<file path="src/hw/rtl/chol_pkg.sv">
// ---------------------------------------------------------------------------
// chol_pkg: shared types and constants for the Cholesky factorization block
// Field widths, sequencer states and the request/response bundle of the
// shared iterative square-root / divide unit.
// ---------------------------------------------------------------------------
package chol_pkg;

  localparam int unsigned RowW      = 3;
  localparam int unsigned ValW      = 32;
  localparam int unsigned CfgW      = 4;
  localparam int unsigned DataW     = 40;
  localparam int unsigned SumW      = 64;
  localparam int unsigned MaxDimDef = 8;
  localparam logic [CfgW-1:0] CfgReset = 4'd8;

  typedef enum logic [1:0] {
    OP_SQRT,
    OP_DIV
  } op_e;

  typedef enum logic [3:0] {
    S_LOAD,
    S_ARD,
    S_AINIT,
    S_FRD,
    S_MUL,
    S_ACC,
    S_OP,
    S_BUSY,
    S_FAIL,
    S_ERD,
    S_ELD
  } state_e;

  typedef struct packed {
    logic              start;
    op_e               op;
    logic              neg;
    logic [SumW-1:0]   operand;
    logic [ValW-1:0]   divisor;
  } itu_req_t;

  typedef struct packed {
    logic              busy;
    logic              done;
    logic [ValW-1:0]   result;
  } itu_rsp_t;

endpackage

</file>
<file path="src/hw/rtl/chol_itu.sv">
// ---------------------------------------------------------------------------
// chol_itu: iterative square root and divide
// One restoring step per cycle: 32 steps for a 64-bit square root, 63 steps
// for a 63-bit by 32-bit divide. Results are saturated to signed 32 bits.
// ---------------------------------------------------------------------------
module chol_itu
  import chol_pkg::*;
(
  input  logic     clk_i,
  input  logic     rst_ni,
  input  itu_req_t req_i,
  output itu_rsp_t rsp_o
);

  localparam logic [5:0] SqrtSteps = 6'd32;
  localparam logic [5:0] DivSteps  = 6'd63;

  logic            busy_q, busy_d;
  logic            done_q, done_d;
  logic [5:0]      cnt_q, cnt_d;
  op_e             op_q, op_d;
  logic            neg_q, neg_d;
  logic [63:0]     sh_q, sh_d;
  logic [34:0]     rem_q, rem_d;
  logic [63:0]     acc_q, acc_d;
  logic [31:0]     dv_q, dv_d;
  logic [31:0]     res_q, res_d;

  logic [34:0]     rem_sh, trial;
  logic [63:0]     acc_nx, q_signed;

  // one step of the selected recurrence and the final saturation
  always_comb begin
    busy_d = busy_q;
    done_d = 1'b0;
    cnt_d  = cnt_q;
    op_d   = op_q;
    neg_d  = neg_q;
    sh_d   = sh_q;
    rem_d  = rem_q;
    acc_d  = acc_q;
    dv_d   = dv_q;
    res_d  = res_q;
    rem_sh = '0;
    trial  = '0;
    acc_nx = '0;
    q_signed = '0;
    if (req_i.start && !busy_q) begin
      busy_d = 1'b1;
      op_d   = req_i.op;
      neg_d  = req_i.neg;
      sh_d   = req_i.operand;
      dv_d   = req_i.divisor;
      rem_d  = '0;
      acc_d  = '0;
      cnt_d  = (req_i.op == OP_SQRT) ? SqrtSteps : DivSteps;
    end else if (busy_q) begin
      if (op_q == OP_SQRT) begin
        rem_sh = {rem_q[32:0], sh_q[63:62]};
        trial  = {1'b0, acc_q[31:0], 2'b01};
        sh_d   = {sh_q[61:0], 2'b00};
        if (rem_sh >= trial) begin
          rem_d  = rem_sh - trial;
          acc_nx = {acc_q[62:0], 1'b1};
        end else begin
          rem_d  = rem_sh;
          acc_nx = {acc_q[62:0], 1'b0};
        end
      end else begin
        rem_sh = {rem_q[33:0], sh_q[63]};
        trial  = {3'b000, dv_q};
        sh_d   = {sh_q[62:0], 1'b0};
        if (rem_sh >= trial) begin
          rem_d  = rem_sh - trial;
          acc_nx = {acc_q[62:0], 1'b1};
        end else begin
          rem_d  = rem_sh;
          acc_nx = {acc_q[62:0], 1'b0};
        end
      end
      acc_d = acc_nx;
      cnt_d = cnt_q - 6'd1;
      if (cnt_q == 6'd1) begin
        busy_d = 1'b0;
        done_d = 1'b1;
        if (op_q == OP_SQRT) begin
          res_d = acc_nx[31] ? 32'h7FFF_FFFF : acc_nx[31:0];
        end else begin
          q_signed = neg_q ? (64'd0 - acc_nx) : acc_nx;
          if (!q_signed[63] && q_signed[62:31] != '0) begin
            res_d = 32'h7FFF_FFFF;
          end else if (q_signed[63] && q_signed[62:31] != '1) begin
            res_d = 32'h8000_0000;
          end else begin
            res_d = q_signed[31:0];
          end
        end
      end
    end
  end

  // control state
  always_ff @(posedge clk_i or negedge rst_ni) begin
    if (!rst_ni) begin
      busy_q <= 1'b0;
      done_q <= 1'b0;
      cnt_q  <= '0;
    end else begin
      busy_q <= busy_d;
      done_q <= done_d;
      cnt_q  <= cnt_d;
    end
  end

  // datapath registers
  always_ff @(posedge clk_i) begin
    op_q  <= op_d;
    neg_q <= neg_d;
    sh_q  <= sh_d;
    rem_q <= rem_d;
    acc_q <= acc_d;
    dv_q  <= dv_d;
    res_q <= res_d;
  end

  assign rsp_o.busy   = busy_q;
  assign rsp_o.done   = done_q;
  assign rsp_o.result = res_q;

  // a start is never issued while an operation runs
  assert property (@(posedge clk_i) disable iff (!rst_ni)
    busy_q |-> !req_i.start)
    else $error("itu started while busy");

  // done follows the last step of a running operation
  assert property (@(posedge clk_i) disable iff (!rst_ni)
    done_q |-> $past(busy_q) && !busy_q)
    else $error("itu done without a finished operation");

  // a divide result of a non-negative operand is never negative
  assert property (@(posedge clk_i) disable iff (!rst_ni)
    done_q && op_q == OP_DIV && !neg_q |-> !res_q[31])
    else $error("itu divide sign error");

endmodule

</file>
<file path="config.mk">
export PLATFORM = sky130hd
export DESIGN_NAME = chol_itu
export DESIGN_NICKNAME = d
export VERILOG_FILES = /design/src/hw/rtl/chol_pkg.sv /design/src/hw/rtl/chol_itu.sv
export SDC_FILE = /design/constraint.sdc
export NUM_CORES = 1
export LEC_CHECK = 0
export BUFFER_PORTS_ARGS = -buffer_cell sky130_fd_sc_hd__buf_2
export CAP_MARGIN = 20
export CORE_UTILIZATION = 35
export CTS_CLUSTER_DIAMETER = 100
export DETAILED_ROUTE_END_ITERATION = 10
export SETUP_SLACK_MARGIN = 0.02
export SLEW_MARGIN = 20
export SYNTH_ARGS = -nofsm -noshare
export SYNTH_HDL_FRONTEND = slang
export SYNTH_SLANG_ARGS = --single-unit
</file>
<file path="constraint.sdc">
create_clock -name clk_i -period 7 [get_ports clk_i]
set_input_delay 0.35 -clock clk_i [delete_from_list [all_inputs] [get_ports clk_i]]
set_output_delay 0.35 -clock clk_i [all_outputs]
set_load 0.02 [all_outputs]
</file>
==> results of run 1 <==
synth_stat cells (31+ instances only):
| cell | number |
|---|---|
| xor2_1 | 31 |
| clkbuf_1 | 110 |
| a21o_1 | 35 |
| a21oi_1 | 117 |
| nand2_1 | 282 |
| edfxtp_1 | 131 |
| o21ai_0 | 188 |
| xnor2_1 | 41 |
| nor3_1 | 31 |
| nor2_1 | 98 |
| ha_1 | 70 |
| dfxtp_1 | 97 |
| o31ai_1 | 61 |
| mux2i_1 | 77 |
| inv_1 | 100 |
power breakdown:
group / switching [W] / total [W] / leakage [nW] / internal, W
logic: 0.00271 / 0.00468 / 4.77 / 0.00196
clock network: 0.000642 / 0.00162 / 0.500 / 0.000983
registers: 0.000667 / 0.00273 / 2.25 / 0.00207
total: 0.00402 / 0.00903 / 7.52 / 0.00501
final cells by class:
class | instances | area (µm²) | area share (%)
Multi-Input combinational cell | 1433 | 9200 | 48.73
Tap cell | 600 | 750.7 | 3.976
Inverter | 103 | 386.6 | 2.048
Sequential cell | 236 | 6080 | 32.20
Clock inverter | 18 | 193.9 | 1.027
Timing Repair Buffer | 221 | 1436 | 7.608
Clock buffer | 38 | 832.0 | 4.407
flip-flops by register name (all words and copies together), names as in the netlist:
signal	flops
neg_q	1
sh_q	64
busy_q	1
done_q	1
dv_q	32
cnt_q	6
res_q	32
rem_q	34
acc_q	63
op_q	2
cell usage in the layout (no fill, tap or decap), drive strengths merged, types with 70 or more instances in the layout:
cell	netlist	routed
a21oi	117	117
buf	14	185
dfxtp	97	97
edfxtp	131	131
ha	70	70
inv	101	102
mux2i	77	77
nand2	283	283
nor2	98	98
o21ai	190	190
metal layers:
metal	up-vias	GRT usage [%]	routed length, µm
met3	74	3.860	3769
met4	6	4.930	919
met5	-	0	46
li1	7275	-	-
met2	487	32.84	22450
met1	7041	30.74	24200
worst paths after layout:
path | cells past startpoint | end | start
max | 26 | res_q[17]$_DFFE_PP_ | dv_q[1]$_DFFE_PP_
min | 3 | sh_q[57]$_DFFE_PP_ | req_i[89]
max reg2reg | 26 | res_q[17]$_DFFE_PP_ | dv_q[1]$_DFFE_PP_
min reg2reg | 2 | rem_q[33]$_SDFFE_PP0P_ | rem_q[33]$_SDFFE_PP0P_
max in group asynchronous | 2 | busy_q$_DFF_PN0_ | rst_ni
min in group asynchronous | 2 | cnt_q[5]$_DFFE_PN0P_ | rst_ni
metrics by stage:
stage / setup slack, ps / cell area (µm²) / hold slack (ps) / total power (W) / std cells
final: 362.0 / 18880 / 49.66 / 0.009034 / 2649
after global routing: 26.52 / 18880 / 27.55 / 0.009733 / 2649
after CTS: 379.2 / 18870 / 21.35 / 0.008988 / 2649
after detailed placement: 419.5 / 17480 / 209.4 / 0.007301 / 2557
after global placement: 589.2 / 17480 / 206.7 / 0.007229 / 2557
after floorplan: 754.8 / 16120 / 54.41 / 0.005926 / 1898
logic make-up after synthesis:
group / Yosys count / synth area share, %
multiplexers: 79 / 4.922
flip-flops: 236 / 37.70
AND/OR/NAND/NOR: 584 / 16.92
adder cells (fa/ha/maj): 71 / 5.559
XOR/XNOR: 72 / 3.913
AO/OA/AOI/OAI: 627 / 25.47
buffers and inverters: 229 / 5.520
worst max-delay path: stages, from the launching register on:
cell and delay, ps:
edfxtp_1 410, inv_1 70, ha_1 230, nor2b_1 140
o31a_1 260, o31ai_1 260, a2111oi_0 230, o211ai_1 370
nand3b_1 240, a31oi_4 280, nand2_1 80, o21ai_1 150
buf_4 180, ha_1 260, nand2_1 90, or3_1 490
o41ai_1 420, xor2_1 220, o211ai_1 120, nor3_1 150
nand4_1 160, a2111oi_0 470, nand4_1 230, o32ai_2 320
buf_12 230, nand2_2 140, o211a_1 170
timing repair:
action,in CTS,in global routing
hold buffers,36,0
gates resized for setup,0,3
hold endpoints to repair,43,0
endpoints found under the setup margin,0,31
==> results_dict.tcl, run 1 <==
set metrics [dict create \
    synthCells 1898 \
    slew_headroom_pct 30.01 \
    nets 2199 \
    synthesis.nets 2071 \
    synth_largest_area_cell "edfxtp_1" \
    routed_wl_mm 51.39 \
    ir_drop_uv 227.6 \
    grt_overflow 0 \
    antennaDiodeCount 0 \
    status "complete, no violations" \
    layout_min_cycle_time_ps 6638 \
    numClockSinks 236 \
    routedWlPerCell_um 19.40 \
    cp_data_arrival_time_ps 6970 \
    netlist.area_leader.share_pct 24.41 \
    antenna_found_initial 3 \
    grtUsageTotal_pct 21.33 \
    vias 14880 \
    min_path_type "input port to flip-flop" \
    drtAntennaViolNets 0 \
    setup_viol 0 \
    worstPathMaxFanout 29 \
    syn-mean-instance-area_um2 8.491 \
    filler_cell_count 4567 \
    place_congestion 0.9652 \
    vias_per_cell 5.618 \
    synthDistinctLibCells 87 \
    reg2reg_slack_ps 360 \
    synth-seq-area-share_pct 37.70 \
    period_share_pct 94.83 \
    fmax_mhz 150.6 \
    synthTopCellsByArea "edfxtp_1 24%, dfxtp_1 12%, nand2_1 6.6%" \
    cts-root-buf "clkbuf_16" \
    ioPinCount 136 \
    finalHoldViolations 0 \
    worst_pin_slew_ps 1049 \
    cp-start-kind "flip-flop" \
    p_per_area_nw_per_um2 478.5 \
    core_area_um2 45380 \
    synthFlopType "edfxtp_1" \
    drv_slew 0 \
    path_class "flip-flop to flip-flop" \
    rows 78 \
    drtPass1Iterations 5 \
    synth_area_um2 16120 \
    cts_max_level 1 \
    cp_data_required_time_ps 7330 \
    end_kind "flip-flop" \
    grt_max_degree 159 \
    clockBufferDepth 3 \
    finish.utilization_pct 41.60 \
    leakage_nw 7.518 \
    cts_tree "yes" \
    grt_pass1_wl_mm 79.92 \
    clk_latency_ps 580 \
    die_w_um 216.6 \
    setup-tns-final_ps 0 \
    drc 0 \
    die_area_um2 46910 \
    numCtsBuffers 31 \
    synthArstFlopShare_pct 3.390 \
    rsz0062_at_grt "false" \
    drive_above_1_share_pct 13.18 \
    grt_pass1_vias 14000 \
    path_clk_slew_ps 60 \
    initial_core_util_pct 35.51 \
    fin_skew_ps 10.12 \
    maxCapViolCount 0 \
    dpl.hpwl_mm 37.36 \
    port_buffers 135 \
    die_y_um 216.6 \
    area_delta_synth_final_pct 17.15 \
    synth_edf_count 131 \
    drt_iter0_drc 1447 \
    post-cts-setup-buffer-count 0 \
    yosysWarnings 0 \
    synth_seq_cells 236 \
]
Power figures use the tool's default switching activity.
==> run 2: changes to the inputs <==
--- a/config.mk
+++ b/config.mk
@@ -10,7 +10,6 @@
 export CORE_UTILIZATION = 35
 export CTS_CLUSTER_DIAMETER = 100
 export DETAILED_ROUTE_END_ITERATION = 10
-export SETUP_SLACK_MARGIN = 0.02
 export SLEW_MARGIN = 20
 export SYNTH_ARGS = -nofsm -noshare
 export SYNTH_HDL_FRONTEND = slang
==> constraint.sdc (replaced) <==
create_clock -name clk_i -period 7 [get_ports clk_i]
set_input_delay 0.35 -clock clk_i [delete_from_list [all_inputs] [get_ports clk_i]]
set_output_delay 0.35 -clock clk_i [all_outputs]
set_load 0.01 [all_outputs]
==> run 2 against run 1 <==
Against the previous run:
- utilization about the same
- via count down 0.30%
- critical path type unchanged
- sequential share of layout area about the same
- cell count unchanged
- combinational power about the same
- critical path depth down 1
- worst setup slack better by 20 ps
- clock-buffer cell count unchanged
- power about the same
- sequential power about the same
- register-to-register slack better by 20 ps
- wire length about the same
==> results_dict.tcl, run 2 (same netlist as run 1, synthesis figures left out) <==
set metrics [dict create \
    place_congestion 0.9652 \
    final_common_cell "nand2_1" \
    grt_max_degree 159 \
    maxCapViolCount 0 \
    critPathTopFamily "compound AO/OA/AOI/OAI gates" \
    period_share_pct 94.55 \
    final_cell_mix "282 x nand2_1, 187 x o21ai_0, 135 x buf_2" \
    crit_buf_inv 2 \
    path_class "flip-flop to flip-flop" \
    initial_core_util_pct 35.51 \
    nets 2199 \
    drive_above_1_share_pct 13.13 \
    vias 14840 \
    clk_latency_ps 580 \
    end_kind "flip-flop" \
    multiInputGateArea_um2 9196 \
    vias_per_cell 5.602 \
    cts_max_level 1 \
    ioPinCount 136 \
    post-cts-setup-buffer-count 0 \
    die_area_um2 46910 \
    antenna_found_initial 3 \
    filler_cell_count 4569 \
    pre_cts_ws_ps 419.5 \
    drt_iter0_drc 1305 \
    setup_viol 0 \
    port_buffers 135 \
    fin_ws_ps 381.7 \
    drtPass1Iterations 5 \
    routed_wl_mm 51.35 \
    reg2reg_slack_ps 380 \
    grt_pass1_vias 14000 \
    fin_skew_ps 9.984 \
    antennaDiodeCount 0 \
    regArea_um2 6080 \
    setup-tns-final_ps 0 \
    cp_slowest_cell "or3_1" \
    die_w_um 216.6 \
    grt_overflow 0 \
    grt_pass1_wl_mm 79.92 \
    clockBufferDepth 3 \
    path_clk_slew_ps 60 \
    drv_slew 0 \
    numClockSinks 236 \
    finish.utilization_pct 41.59 \
    worst_pin_slew_ps 1009 \
    rsz0062_at_grt "false" \
    slew_headroom_pct 32.72 \
    worstPathMaxFanout 29 \
    numCtsBuffers 31 \
    drtAntennaViolNets 0 \
    finalHoldViolations 0 \
    cp_data_arrival_time_ps 6950 \
    area_delta_synth_final_pct 17.13 \
    top_register "sh_q" \
    ir_drop_uv 228.9 \
    drc 0 \
    largest_register_ffs 64 \
    cts-root-buf "clkbuf_16" \
    cpPeakStageDelay_ps 490 \
    die_y_um 216.6 \
    p_per_area_nw_per_um2 478.2 \
    rows 78 \
    fmax_mhz 151.1 \
    leakage_nw 7.518 \
    core_area_um2 45380 \
    cp-start-kind "flip-flop" \
    routedWlPerCell_um 19.38 \
    dpl.hpwl_mm 37.36 \
    crit_top_cell "o211ai_1" \
    cts_tree "yes" \
    grtUsageTotal_pct 21.33 \
    layout_min_cycle_time_ps 6618 \
    status "complete, no violations" \
    cp_data_required_time_ps 7330 \
    reg_top3 "sh_q: 64 flops, acc_q: 63 flops, rem_q: 34 flops" \
    min_path_type "input port to flip-flop" \
]
run 2: cell counts in the layout (fill, tap and decap cells not counted):
Identical to the previous run, type by type.
run 2: per-layer routing:
| metal | up-vias | routed length (µm) | global-route usage [%] |
|---|---|---|---|
| met5 | - | 42 | 0 |
| li1 | 7274 | - | - |
| met2 | 458 | 22350 | 32.84 |
| met4 | 6 | 953 | 4.930 |
| met1 | 7025 | 24520 | 30.74 |
| met3 | 76 | 3473 | 3.860 |
run 2: worst paths after layout:
kind | startpoint | to | depth (start not counted)
min in group asynchronous | rst_ni | cnt_q[5]$_DFFE_PN0P_ | 2
worst min-delay path | req_i[89] | sh_q[57]$_DFFE_PP_ | 3
worst min register to register | rem_q[33]$_SDFFE_PP0P_ | rem_q[33]$_SDFFE_PP0P_ | 2
max in group asynchronous | rst_ni | busy_q$_DFF_PN0_ | 2
worst max-delay path | rem_q[8]$_SDFFE_PP0P_ | res_q[17]$_DFFE_PP_ | 25
worst max register to register | rem_q[8]$_SDFFE_PP0P_ | res_q[17]$_DFFE_PP_ | 25
run 2: tightest hold or removal path, cell delays in order:
cell and delay (ps):
buf_2 80, nand2_1 30, o21ai_0 50
run 2: layout make-up:
class,instances,area share [%]
multi-input combinational,1433,48.72
sequential,236,32.21
timing repair buffer,221,7.610
clock buffer,38,4.408
tap,600,3.977
inverter,103,2.048
clock inverter,18,1.027
run 2: power breakdown:
part / internal, W / leakage (nW) / switching [W] / total (W)
clock: 0.000983 / 0.500 / 0.000644 / 0.00163
combinational: 0.00196 / 4.77 / 0.00270 / 0.00466
sequential: 0.00207 / 2.25 / 0.000670 / 0.00274
total: 0.00501 / 7.52 / 0.00401 / 0.00903
run 2: through the flow:
stage | std cells | hold WS, ps | instance area (µm²) | power (W)
after floorplan | 1898 | 54.41 | 16120 | 0.005919
after global placement | 2557 | 206.7 | 17480 | 0.007223
after detailed placement | 2557 | 209.4 | 17480 | 0.007294
after CTS | 2649 | 21.35 | 18870 | 0.008981
after global routing | 2649 | 27.55 | 18880 | 0.009724
final | 2649 | 48.38 | 18880 | 0.009026
run 2: what timing repair did:
action                                 CTS  global route
setup endpoints to repair                0            31
gates resized for setup                  0             2
hold buffers                            36             0
endpoints found under the hold margin   43             0
